[config.mk]
export PLATFORM = sky130hd
export DESIGN_NAME = y86if_fetch
export DESIGN_NICKNAME = d
export VERILOG_FILES = /design/src/rtl/y86if_pkg.sv /design/src/rtl/y86if_fetch.sv
export SDC_FILE = /design/constraint.sdc
export NUM_CORES = 1
export LEC_CHECK = 0
export BUFFER_PORTS_ARGS = -buffer_cell sky130_fd_sc_hd__buf_2
export CELL_PAD_IN_SITES_DETAIL_PLACEMENT = 0
export CELL_PAD_IN_SITES_GLOBAL_PLACEMENT = 2
export CORE_UTILIZATION = 25
export DETAILED_ROUTE_END_ITERATION = 16
export GPL_ROUTABILITY_DRIVEN = 0
export PLACE_DENSITY = 0.63
export SLEW_MARGIN = 15
export SYNTH_ARGS = -nofsm -noshare
export SYNTH_HDL_FRONTEND = slang
export SYNTH_SLANG_ARGS = --single-unit
[constraint.sdc]
create_clock -name clk_i -period 12.7 [get_ports clk_i]
set_input_delay 0.635 -clock clk_i [delete_from_list [all_inputs] [get_ports clk_i]]
set_output_delay 0.635 -clock clk_i [all_outputs]
set_load 0.01 [all_outputs]
[src/rtl/y86if_pkg.sv]
// ----------------------------------------------------------------------------
// y86if_pkg
// Shared types, codes and decode helpers of the Y86-64 fetch block.
// ----------------------------------------------------------------------------
package y86if_pkg;

  localparam int unsigned MemBytesDef = 4096;
  localparam int unsigned StoreAddrW  = 12;

  localparam logic [3:0] RegNone   = 4'hF;

  localparam logic [3:0] IcHalt    = 4'h0;
  localparam logic [3:0] IcNop     = 4'h1;
  localparam logic [3:0] IcRrmovq  = 4'h2;
  localparam logic [3:0] IcIrmovq  = 4'h3;
  localparam logic [3:0] IcRmmovq  = 4'h4;
  localparam logic [3:0] IcMrmovq  = 4'h5;
  localparam logic [3:0] IcOpq     = 4'h6;
  localparam logic [3:0] IcJxx     = 4'h7;
  localparam logic [3:0] IcCall    = 4'h8;
  localparam logic [3:0] IcPushq   = 4'hA;
  localparam logic [3:0] IcPopq    = 4'hB;

  localparam logic OpStore = 1'b0;
  localparam logic OpFetch = 1'b1;

  typedef enum logic [1:0] {
    ST_AOK = 2'd0,
    ST_HLT = 2'd1,
    ST_ADR = 2'd2,
    ST_INS = 2'd3
  } status_e;

  typedef struct packed {
    status_e     status;
    logic [3:0]  icode;
    logic [3:0]  ifun;
    logic [3:0]  reg_a;
    logic [3:0]  reg_b;
    logic [63:0] const_value;
    logic [63:0] next_seq_pc;
  } fetch_res_t;

  function automatic logic needs_regs(input logic [3:0] ic);
    logic r;
    unique case (ic) inside
      IcRrmovq, IcIrmovq, IcRmmovq, IcMrmovq, IcOpq, IcPushq, IcPopq: r = 1'b1;
      default: r = 1'b0;
    endcase
    return r;
  endfunction

  function automatic logic needs_const(input logic [3:0] ic);
    logic c;
    unique case (ic) inside
      IcIrmovq, IcRmmovq, IcMrmovq, IcJxx, IcCall: c = 1'b1;
      default: c = 1'b0;
    endcase
    return c;
  endfunction

endpackage

[src/rtl/y86if_fetch.sv]
// ----------------------------------------------------------------------------
// y86if_fetch
// Fetch sequencer: reads one instruction byte per cycle and assembles fields.
// ----------------------------------------------------------------------------
module y86if_fetch #(
  parameter int unsigned MEM_BYTES = y86if_pkg::MemBytesDef,
  localparam int unsigned AW  = $clog2(MEM_BYTES),
  localparam int unsigned AW1 = $clog2(MEM_BYTES + 1),
  localparam int unsigned SW  = y86if_pkg::StoreAddrW,
  localparam int unsigned XW  = (AW1 > SW) ? AW1 : SW
) (
  input  logic                   clk_i,
  input  logic                   rst_ni,
  input  logic                   in_valid_i,
  output logic                   in_stall_o,
  input  logic                   operation_i,
  input  logic [SW-1:0]          store_address_i,
  input  logic [7:0]             store_byte_i,
  input  logic                   mem_busy_i,
  output logic                   mem_we_o,
  output logic [AW-1:0]          mem_waddr_o,
  output logic [7:0]             mem_wdata_o,
  output logic [AW-1:0]          mem_raddr_o,
  input  logic [7:0]             mem_rdata_i,
  output logic                   res_valid_o,
  input  logic                   res_take_i,
  output y86if_pkg::fetch_res_t  res_o
);

  localparam logic [1:0] S_IDLE = 2'd0;
  localparam logic [1:0] S_RUN  = 2'd1;
  localparam logic [1:0] S_DONE = 2'd2;

  logic [1:0]  state_q, state_d;
  logic [63:0] pc_q, pc_d;
  logic [3:0]  idx_q, idx_d;
  logic        dv_q, dv_d;
  logic [3:0]  ic_q, ic_d, fn_q, fn_d, ra_q, ra_d, rb_q, rb_d, len_q, len_d;
  logic        regs_q, regs_d;
  logic [63:0] valc_q, valc_d;
  y86if_pkg::fetch_res_t res_q, res_d;

  logic          accept;
  logic [XW-1:0] st_addr;
  logic [3:0]    b;
  logic [3:0]    ic0;
  logic          regs0, cst0;
  logic [3:0]    len0;
  logic [AW1-1:0] rem;
  logic [63:0]   valc_n;
  logic [63:0]   valp;

  assign in_stall_o  = (state_q != S_IDLE) || mem_busy_i;
  assign accept      = in_valid_i && !in_stall_o;
  assign st_addr     = XW'(store_address_i);
  assign mem_we_o    = accept && (operation_i == y86if_pkg::OpStore) &&
                       (st_addr < XW'(MEM_BYTES));
  assign mem_waddr_o = st_addr[AW-1:0];
  assign mem_wdata_o = store_byte_i;
  assign mem_raddr_o = pc_q[AW-1:0] + AW'(idx_q);

  assign b      = idx_q - 4'd1;
  assign ic0    = mem_rdata_i[7:4];
  assign regs0  = y86if_pkg::needs_regs(ic0);
  assign cst0   = y86if_pkg::needs_const(ic0);
  assign len0   = 4'd1 + (regs0 ? 4'd1 : 4'd0) + (cst0 ? 4'd8 : 4'd0);
  assign rem    = AW1'(MEM_BYTES) - pc_q[AW1-1:0];
  assign valc_n = {mem_rdata_i, valc_q[63:8]};
  assign valp   = pc_q + 64'(len_q);

  always_comb begin
    state_d = state_q;
    pc_d    = pc_q;
    idx_d   = idx_q;
    dv_d    = dv_q;
    ic_d    = ic_q;
    fn_d    = fn_q;
    ra_d    = ra_q;
    rb_d    = rb_q;
    len_d   = len_q;
    regs_d  = regs_q;
    valc_d  = valc_q;
    res_d   = res_q;
    unique case (state_q)
      S_IDLE: begin
        if (accept && (operation_i == y86if_pkg::OpFetch)) begin
          ra_d   = y86if_pkg::RegNone;
          rb_d   = y86if_pkg::RegNone;
          valc_d = '0;
          idx_d  = 4'd0;
          dv_d   = 1'b0;
          if (pc_q >= 64'(MEM_BYTES)) begin
            res_d   = '{y86if_pkg::ST_ADR, y86if_pkg::IcNop, 4'h0, y86if_pkg::RegNone,
                        y86if_pkg::RegNone, 64'd0, 64'd0};
            pc_d    = pc_q + 64'd1;
            state_d = S_DONE;
          end else begin
            state_d = S_RUN;
          end
        end
      end
      S_RUN: begin
        idx_d = idx_q + 4'd1;
        dv_d  = 1'b1;
        if (dv_q) begin
          if (b == 4'd0) begin
            ic_d   = ic0;
            fn_d   = mem_rdata_i[3:0];
            regs_d = regs0;
            len_d  = len0;
            if (ic0 > y86if_pkg::IcPopq) begin
              res_d   = '{y86if_pkg::ST_INS, ic0, 4'h0, y86if_pkg::RegNone,
                          y86if_pkg::RegNone, 64'd0, pc_q + 64'd1};
              pc_d    = pc_q + 64'd1;
              state_d = S_DONE;
            end else if (rem < AW1'(len0)) begin
              res_d   = '{y86if_pkg::ST_ADR, y86if_pkg::IcNop, 4'h0, y86if_pkg::RegNone,
                          y86if_pkg::RegNone, 64'd0, 64'd0};
              pc_d    = pc_q + 64'd1;
              state_d = S_DONE;
            end else if (len0 == 4'd1) begin
              res_d   = '{(ic0 == y86if_pkg::IcHalt) ? y86if_pkg::ST_HLT : y86if_pkg::ST_AOK,
                          ic0, mem_rdata_i[3:0], y86if_pkg::RegNone,
                          y86if_pkg::RegNone, 64'd0, pc_q + 64'd1};
              pc_d    = pc_q + 64'd1;
              state_d = S_DONE;
            end
          end else begin
            if (regs_q && (b == 4'd1)) begin
              ra_d = mem_rdata_i[7:4];
              rb_d = mem_rdata_i[3:0];
            end else begin
              valc_d = valc_n;
            end
            if (b == len_q - 4'd1) begin
              res_d   = '{y86if_pkg::ST_AOK, ic_q, fn_q, ra_d, rb_d, valc_d, valp};
              pc_d    = ((ic_q == y86if_pkg::IcJxx) || (ic_q == y86if_pkg::IcCall)) ?
                        valc_d : valp;
              state_d = S_DONE;
            end
          end
        end
      end
      S_DONE: begin
        if (res_take_i) begin
          state_d = S_IDLE;
        end
      end
      default: state_d = S_IDLE;
    endcase
  end

  always_ff @(posedge clk_i or negedge rst_ni) begin
    if (!rst_ni) begin
      state_q <= S_IDLE;
      pc_q    <= '0;
      idx_q   <= '0;
      dv_q    <= 1'b0;
    end else begin
      state_q <= state_d;
      pc_q    <= pc_d;
      idx_q   <= idx_d;
      dv_q    <= dv_d;
    end
  end

  always_ff @(posedge clk_i) begin
    ic_q   <= ic_d;
    fn_q   <= fn_d;
    ra_q   <= ra_d;
    rb_q   <= rb_d;
    len_q  <= len_d;
    regs_q <= regs_d;
    valc_q <= valc_d;
    res_q  <= res_d;
  end

  assign res_valid_o = (state_q == S_DONE);
  assign res_o       = res_q;

endmodule

==> results of run 1 <==
[layer usage]
metal,vias to the layer above,GRT usage
met5,-,0
met4,0,0.0517
met3,84,0.0336
met2,552,0.309
met1,7859,0.276
li1,7154,-
[cell type report]
cell class                      instances  area, sq um  area share
Clock inverter                         24          304      0.0146
Tap cell                              950         1190      0.0571
Multi-Input combinational cell       1385         8450       0.406
Clock buffer                           43          978      0.0470
Inverter                               32          125     0.00601
Sequential cell                       300         8650       0.416
Timing Repair Buffer                  204         1110      0.0535
[synthesized netlist by cell type (9+ instances only)]
cell,number,share of area
o21ai_0,103,0.029
o211ai_1,11,0.0046
a22oi_1,35,0.015
o31ai_1,13,0.0054
nor4_1,33,0.011
buf_2,39,0.011
nor2_1,280,0.058
or3_1,28,0.0097
or2_2,11,0.0038
o22a_1,22,0.011
xor2_1,19,0.0092
xnor2_1,27,0.013
a221oi_1,9,0.0044
nor3_1,45,0.012
or4_1,9,0.0037
edfxtp_1,229,0.38
a21oi_1,102,0.028
clkbuf_1,98,0.020
buf_4,24,0.010
and3_1,13,0.0045
inv_1,31,0.0064
nand3_1,76,0.021
a31oi_1,26,0.0090
a22o_1,13,0.0063
nand4_1,38,0.013
ha_1,15,0.010
a221oi_2,14,0.012
buf_6,10,0.0062
and2_1,13,0.0045
o22ai_1,25,0.0087
mux2i_1,87,0.048
buf_1,11,0.0023
and4_1,10,0.0048
a211oi_1,9,0.0037
dfrtp_1,71,0.098
nand2b_1,11,0.0038
nand2_1,175,0.036
[what timing repair did]
item | in CTS | in global routing
hold endpoints to repair | 20 | 0
resized for setup | 0 | 0
hold buffers | 1 | 0
setup endpoints to repair | 0 | 0
[cell families (layout without fill, tap and decap cells)]
| logic type | count (synthesis) | count (layout) | share of synthesized area |
|---|---|---|---|
| xor+xnor | 46 | 46 | 0.0223 |
| flops | 300 | 300 | 0.479 |
| simple gates | 772 | 772 | 0.205 |
| buf+inv | 214 | 303 | 0.0565 |
| mux | 91 | 91 | 0.0507 |
| fa+ha+maj | 17 | 17 | 0.0126 |
| compound gates | 459 | 459 | 0.174 |
[state kept, by name (all words and copies together), names as in the netlist, 2 cells and up]
signal   flops
fn_q         4
pc_q        64
valc_q      64
ic_q         4
len_q        3
idx_q        4
rb_q         4
state_q      2
res_o      146
ra_q         4
[through the flow]
step / instance area (sq um) / cells
final: 20800 / 2938
after global routing: 20800 / 2938
after CTS: 20800 / 2938
after detailed placement: 19500 / 2870
after global placement: 19500 / 2870
after floorplan: 18100 / 1899
[final timing paths]
check | depth (start not counted) | from | end | slack (ns)
worst max-delay path | 13 | idx_q[0] | pc_q[60] | 6.75
worst min-delay path | 2 | res_take_i | state_q[1] | 0.33
worst max register to register | 13 | idx_q[0] | pc_q[60] | 6.75
worst min register to register | 2 | dv_q | dv_q | 0.56
max in group asynchronous | 3 | rst_ni | pc_q[3] | 10.93
min in group asynchronous | 2 | rst_ni | pc_q[27] | 0.54
[where the power goes]
part / switching, mW / internal [mW] / leakage [nW]
Clock: 0.470 / 0.681 / 0.625
Combinational: 0.267 / 0.134 / 3.33
Sequential: 0.0912 / 1.09 / 2.78
==> out/metrics.cfg, run 1 <==
[finish]
final_common_cell=nor2_1
n_fill_cell=7538
finalNetCount=2011
post_route_cells_drive_above_1_share=0.166
post-route-util=0.291
areaGrowthSynthToFinish_pct=15.3
n_antenna_cell=0
final_cell_mix=nor2_1 (278), edfxtp_1 (229), nand2_1 (175), buf_2 (173), o21ai_0 (103)

[timing]
fin_ws_ns=6.75
setup_viol=0
finalSetupTns_ns=0
clock.fmax_mhz=168
fin_crit_ns=5.95
period_share=0.468
hold_ws_ns=0.332
tightestPinTransition_ns=1.25
hold_violations=0
relSlewSlack=0.161
fin_worst_skew_ns=0.0234
drv_slew=0
rsz0062_at_grt=false

[die]
dieArea_sq_um=73300
core_area_sq_um=71500
initial_core_util=0.253
die_y_um=271
fp.dieW_um=271
placement_rows=98
io_pins=215

[global_routing]
grt.total_usage=0.196
grt_pass1_wl_um=107000
antenna_found_initial=2
overflow=0
grt_max_degree=190
grt_pass1_vias=15067

[clock_tree]
post_cts_buffers=0
clkTransAtPathRegs_ns=0.06
clk_latency_ns=0.56
clockRootBuffer=clkbuf_16
clock-sinks=300
cts_buffer_depth=3
cts_tree=built
h-tree-depth=2
cts_buffers=37

[logic_synthesis]
synth_nets=1950
ys_seq_elements=300
synth_seq_area_share=0.479
synth_warnings=0
synth_edf_count=229
syn_area_sq_um=18100
synth_cell_type_count=80
syn_avg_cell_area_sq_um=9.51
netlist_instances=1899
synth_flop_cell=edfxtp_1
async_reset_ff_frac=0.237

[drt]
detail_route.wl_per_cell_um=25.0
drt_wl_total_um=73500
firstDrtPassIters=5
wl_met1_um=33500
wl_met3_um=4910
routed.top_layer=met4
via_per_inst=5.33
drcViolationCount=0
drt_iter0_drc=1469
wl_met2_um=33400
ant_nets=0
vias=15649

[power]
power_mw=2.74
ir_worst_vdd_mv=0.0888
p_per_area_nw_per_um2=131
p_leak_nw=6.73

[setup_path]
cpPeakStageDelay_ns=0.86
worst_path_max_delay_cell=buf_4
crit_fanout=189
arrival_ns=6.39
cp_data_required_time_ns=13.14
cp-start-kind=flop
path_delay_family=buffers and inverters
cp_cell_sequence=inv_1 > ha_1 > nor2_1 > a21boi_0 > o211ai_1 > buf_12 > a31oi_1 > nor4b_1 > nand2b_4 > inv_6 > buf_4 > o221ai_1 > a22o_1
critPathCaptureType=flop
critPathKind=flop to flop
path_buf_inv=4

[placement]
dp_hpwl_um=51500
post-place-ws_ns=6.68
io_buffers=174

[run]
maxCapViolations=0

[worst_hold_path]
min_path_type=primary input to flop

[outcome]
status=finished clean

Power figures use the tool's default switching activity.
==> inputs of run 2 (changes only) <==
==> constraint.sdc (replaced) <==
create_clock -name clk_i -period 6.15 [get_ports clk_i]
set_input_delay 0.3075 -clock clk_i [delete_from_list [all_inputs] [get_ports clk_i]]
set_output_delay 0.3075 -clock clk_i [all_outputs]
set_load 0.01 [all_outputs]
==> run 2 against run 1 <==
Compared with the run above: sequential power up 110%; clock-buffer cell count up 8; highest routed layer unchanged; critical path depth down 1; clock power up 80%.
==> out/metrics.cfg, run 2 (same netlist as run 1, synthesis figures left out) <==
[setup_path]
critPathCaptureType=flop
crit_top_cell=or4_1
cp_cell_sequence=inv_1 > ha_1 > or4_1 > a21boi_0 > or4_1 > a31oi_1 > nor4b_1 > nand2b_4 > inv_6 > buf_4 > o221ai_1 > a22o_1
worst_path_max_delay_cell=inv_6
path_delay_family=simple AND/OR/NAND/NOR gates
crit_fanout=92  ; -51%
critPathKind=flop to flop
path_buf_inv=3  ; -1
arrival_ns=5.44  ; -0.95 ns
cp_data_required_time_ns=6.60  ; -6.54 ns
cpPeakStageDelay_ns=0.77  ; -0.09 ns
cp-start-kind=flop

[drt]
ant_nets=0  ; unchanged
drt_iter0_drc=1597  ; +8.7%
firstDrtPassIters=6  ; +1
drcViolationCount=0  ; unchanged
via_per_inst=5.36  ; +0.62%
drt_wl_total_um=74300  ; +1.0%
vias=15756  ; +0.68%
detail_route.wl_per_cell_um=25.3  ; +0.98%

[power]
ir_worst_vdd_mv=0.146  ; +64%
p_per_area_nw_per_um2=258  ; +97%
p_leak_nw=6.67  ; -0.99%

[clock_tree]
clock-sinks=300  ; unchanged
cts_buffers=36  ; -2.7%
cts_buffer_depth=3  ; unchanged
h-tree-depth=2  ; unchanged
clk_latency_ns=0.56  ; about the same
post_cts_buffers=0  ; unchanged
clkTransAtPathRegs_ns=0.06  ; about the same
cts_tree=built
clockRootBuffer=clkbuf_16

[finish]
largest_register_ffs=146  ; unchanged
n_antenna_cell=0  ; unchanged
areaGrowthSynthToFinish_pct=14.5
post_route_cells_drive_above_1_share=0.161  ; -0.00469
final_cell_mix=nor2_1 (278), edfxtp_1 (229), nand2_1 (175), buf_2 (173), o21ai_0 (103)
finalNetCount=2014  ; +0.15%
fin_area_sq_um=20700  ; -0.68%
stdcell_count=2940  ; +0.068%
final_common_cell=nor2_1
n_fill_cell=7552  ; +0.19%

[die]
die_y_um=271  ; unchanged
fp.dieW_um=271  ; unchanged
core_area_sq_um=71500  ; unchanged
io_pins=215  ; unchanged
initial_core_util=0.253  ; unchanged
placement_rows=98  ; unchanged
dieArea_sq_um=73300  ; unchanged

[timing]
hold_violations=0  ; unchanged
setup_viol=0  ; unchanged
fin_ws_ns=1.15  ; -5.60 ns
clock.fmax_mhz=200  ; +19%
fin_worst_skew_ns=0.0253  ; +0.00182 ns
drv_slew=0  ; unchanged
fin_crit_ns=5.00  ; -0.948 ns
finalSetupTns_ns=0  ; unchanged
rsz0062_at_grt=false
period_share=0.813  ; +0.344
relSlewSlack=0.160  ; -0.00108
tightestPinTransition_ns=1.25  ; +0.00161 ns

[global_routing]
antenna_found_initial=1  ; -1
grt_max_degree=189  ; -0.53%
grt.total_usage=0.198  ; +0.00151
overflow=0  ; unchanged
grt_pass1_wl_um=108000  ; +0.17%
grt_pass1_vias=14854  ; -1.4%

[placement]
io_buffers=174  ; unchanged
dp_cells=2873  ; +0.10%
post-place-ws_ns=1.20  ; -5.48 ns
dp_hpwl_um=52400  ; +1.8%
place_area_sq_um=19600  ; +0.19%

[run]
maxCapViolations=0  ; unchanged

[worst_hold_path]
min_path_type=primary input to flop

[outcome]
status=finished clean

## run 2: cell types whose count changed in the layout (fill, tap and decap cells not counted), moves of 2 or more
cell / before / now
inv_6: 4 / 2
buf_4: 29 / 31
bufinv_16: 6 / 1
clkinvlp_4: 3 / 1
clkinv_4: 3 / 0
clkbuf_1: 3 / 12
clkinv_1: 2 / 4
## run 2: timing repair
action / in CTS / in global routing
hold endpoints to repair: 21 / 0
hold buffers: 2 / 0
gates resized for setup: 0 / 0
## run 2: worst paths after layout
kind                           startpoint  endpoint  slack (ns)  cells after the start
setup reg to reg                 idx_q[0]  pc_q[60]        1.15                     12
max in group asynchronous          rst_ni      dv_q        4.68                      3
hold reg to reg                      dv_q      dv_q        0.55                      2
hold / removal             mem_rdata_i[0]   fn_q[0]        0.05                      1
min in group asynchronous          rst_ni  pc_q[35]        0.21                      2
setup / recovery                 idx_q[0]  pc_q[60]        1.15                     12
## run 2: layout make-up
| cell class | instances | area, sq um | share of cell area |
|---|---|---|---|
| Clock buffer | 51 | 987 | 0.0478 |
| Clock inverter | 14 | 108 | 0.00520 |
| Sequential cell | 300 | 8650 | 0.419 |
| Inverter | 32 | 125 | 0.00605 |
| Timing Repair Buffer | 208 | 1160 | 0.0560 |
| Tap cell | 950 | 1190 | 0.0575 |
| Multi-Input combinational cell | 1385 | 8450 | 0.409 |
## run 2: power breakdown
group	internal, mW	total [mW]	switching (mW)
Sequential	2.26	2.43	0.172
Combinational	0.280	0.840	0.560
Clock	1.17	2.07	0.906
## run 2: metrics by stage
step / util / power (mW) / hold WS, ns
after global placement: 0.274 / 3.31 / 0.243
after CTS: 0.289 / 5.40 / 0.0319
after detailed placement: 0.274 / 3.31 / 0.246
final: 0.289 / 5.34 / 0.0508
after global routing: 0.289 / 5.55 / 0.0315
after floorplan: - / 2.98 / 0.0119
## run 2: per-layer routing
metal | share of wire | wire (um) | GRT usage
met2 | 0.45 | 33700 | 0.311
met5 | 0 | 0 | 0
met1 | 0.47 | 34600 | 0.283
met4 | 0.022 | 1640 | 0.0508
met3 | 0.059 | 4420 | 0.0283
==> inputs of run 3 (changes only) <==
--- a/config.mk
+++ b/config.mk
@@ -11,7 +11,7 @@
 export CORE_UTILIZATION = 25
 export DETAILED_ROUTE_END_ITERATION = 16
 export GPL_ROUTABILITY_DRIVEN = 0
-export PLACE_DENSITY = 0.63
+export PLACE_DENSITY = 0.65
 export SLEW_MARGIN = 15
 export SYNTH_ARGS = -nofsm -noshare
 export SYNTH_HDL_FRONTEND = slang
==> constraint.sdc (replaced) <==
create_clock -name clk_i -period 4.3 [get_ports clk_i]
set_input_delay 0.215 -clock clk_i [delete_from_list [all_inputs] [get_ports clk_i]]
set_output_delay 0.215 -clock clk_i [all_outputs]
set_load 0.01 [all_outputs]
==> run 3 against run 2 <==
Compared with the run above: setup slack worse by 0.78 ns; register-to-register slack got worse by 0.72 ns; critical path depth rose by 4; sequential power rose by 38%; critical endpoint is now pc_q[13]; largest cell class unchanged.
==> out/metrics.cfg, run 3 (same netlist as run 1, synthesis figures left out) <==
[setup_path]
critPathCaptureType=flop
critPathKind=primary input to flop
crit_fanout=85  ; -7.6%
cp-start-kind=primary input
rrSetupSlack_ns=0.43  ; -0.72 ns
arrival_ns=4.37  ; -1.07 ns
cp_data_required_time_ns=4.74  ; -1.86 ns

[drt]
drt_iter0_drc=1769  ; +11%
via_per_inst=5.33  ; -0.56%
firstDrtPassIters=7  ; +1
detail_route.wl_per_cell_um=24.9  ; -1.4%
ant_nets=0  ; unchanged
drcViolationCount=0  ; unchanged
vias=16019  ; +1.7%
drt_wl_total_um=74900  ; +0.81%

[timing]
fin_crit_ns=3.93
setup_viol=0  ; unchanged
drv_slew=0  ; unchanged
clock.fmax_mhz=254
fin_ws_ns=0.368  ; -0.784 ns
period_share=0.914
hold_violations=0  ; unchanged
relSlewSlack=0.259  ; +0.0982
finalSetupTns_ns=0  ; unchanged
fin_worst_skew_ns=0.0228  ; -0.00249 ns
rsz0062_at_grt=false
tightestPinTransition_ns=1.11  ; -0.139 ns
hold_ws_ns=0.0264  ; -0.0245 ns

[die]
core_area_sq_um=71500  ; unchanged
placement_rows=98  ; unchanged
die_y_um=271  ; unchanged
dieArea_sq_um=73300  ; unchanged
io_pins=215  ; unchanged
initial_core_util=0.253  ; unchanged
fp.dieW_um=271  ; unchanged

[clock_tree]
clockRootBuffer=clkbuf_16
clk_latency_ns=0.56  ; about the same
clock-sinks=300  ; unchanged
clkTransAtPathRegs_ns=0.06  ; about the same
cts_buffer_depth=3  ; unchanged
cts_tree=built
h-tree-depth=2  ; unchanged
post_cts_buffers=0  ; unchanged
cts_buffers=36  ; unchanged

[placement]
post-place-ws_ns=0.346  ; -0.858 ns
io_buffers=174  ; unchanged
dp_cells=2933  ; +2.1%
place_area_sq_um=20100  ; +2.7%
dp_hpwl_um=54600  ; +4.2%

[finish]
final_cell_mix=nor2_1 (278), edfxtp_1 (229), nand2_1 (175), buf_2 (173), o21ai_0 (103)
fin_area_sq_um=21300  ; +3.3%
areaGrowthSynthToFinish_pct=18.2
finalNetCount=2080  ; +3.3%
final_common_cell=nor2_1
post-route-util=0.299  ; +0.00942
largest_register_ffs=146  ; unchanged
stdcell_count=3006  ; +2.2%
n_antenna_cell=0  ; unchanged
post_route_cells_drive_above_1_share=0.187  ; +0.0260

[outcome]
status=finished clean

[run]
maxCapViolations=0  ; unchanged

[power]
p_per_area_nw_per_um2=373  ; +44%
ir_worst_vdd_mv=0.236  ; +62%
power_mw=7.96  ; +49%
p_leak_nw=7.05  ; +5.8%

[global_routing]
grt_max_degree=103  ; -46%
grt_pass1_wl_um=109000  ; +0.90%
grt_pass1_vias=15156  ; +2.0%
grt.total_usage=0.200  ; +0.00181
overflow=0  ; unchanged
antenna_found_initial=3  ; +2

[worst_hold_path]
min_path_type=primary input to flop

[run 3: report_power, final]
group	internal [mW]	switching, mW
sequential	3.23	0.134
clock	1.86	1.31
combinational	0.485	0.946
total	5.57	2.39
[run 3: critical path, cell delays in order]
cell	delay, ns
dlygate4sd3_1	0.54
buf_2	0.18
nor2_1	0.13
mux2i_1	0.09
o22ai_1	0.30
inv_1	0.09
ha_1	0.30
o21a_1	0.11
a311o_1	0.36
nor4_4	0.41
a21oi_2	0.11
nand2b_4	0.18
inv_6	0.57
buf_4	0.30
o21ai_1	0.08
a22o_1	0.24
[run 3: layout make-up]
type / count / area, sq um
repair buffers: 274 / 1740
inverters: 32 / 125
clock buffers: 44 / 931
well taps: 950 / 1190
multi-input cells: 1385 / 8450
flip-flops and latches: 300 / 8650
clock inverters: 21 / 253
fillers: 7488 / 50100
[run 3: layer usage]
layer,vias to the layer above,global-route usage,routed length (um)
met5,-,0,0
met4,0,0.0611,2220
met3,103,0.0320,4310
met2,561,0.316,34300
met1,8057,0.278,34100
li1,7298,-,-
[run 3: what timing repair did]
item	in CTS	in global routing
endpoints found under the hold margin	46	1
hold buffers	7	1
gates resized for setup	0	0
setup endpoints to repair	0	0
[run 3: path summary, 6_finish.rpt]
| path | start | to | depth (start not counted) |
|---|---|---|---|
| setup / recovery | mem_rdata_i[6] | pc_q[13] | 16 |
| hold / removal | mem_rdata_i[3] | fn_q[3] | 1 |
| setup reg to reg | pc_q[1] | pc_q[13] | 12 |
| hold reg to reg | dv_q | dv_q | 2 |
| min in group asynchronous | rst_ni | pc_q[45] | 2 |
| max in group asynchronous | rst_ni | idx_q[3] | 3 |
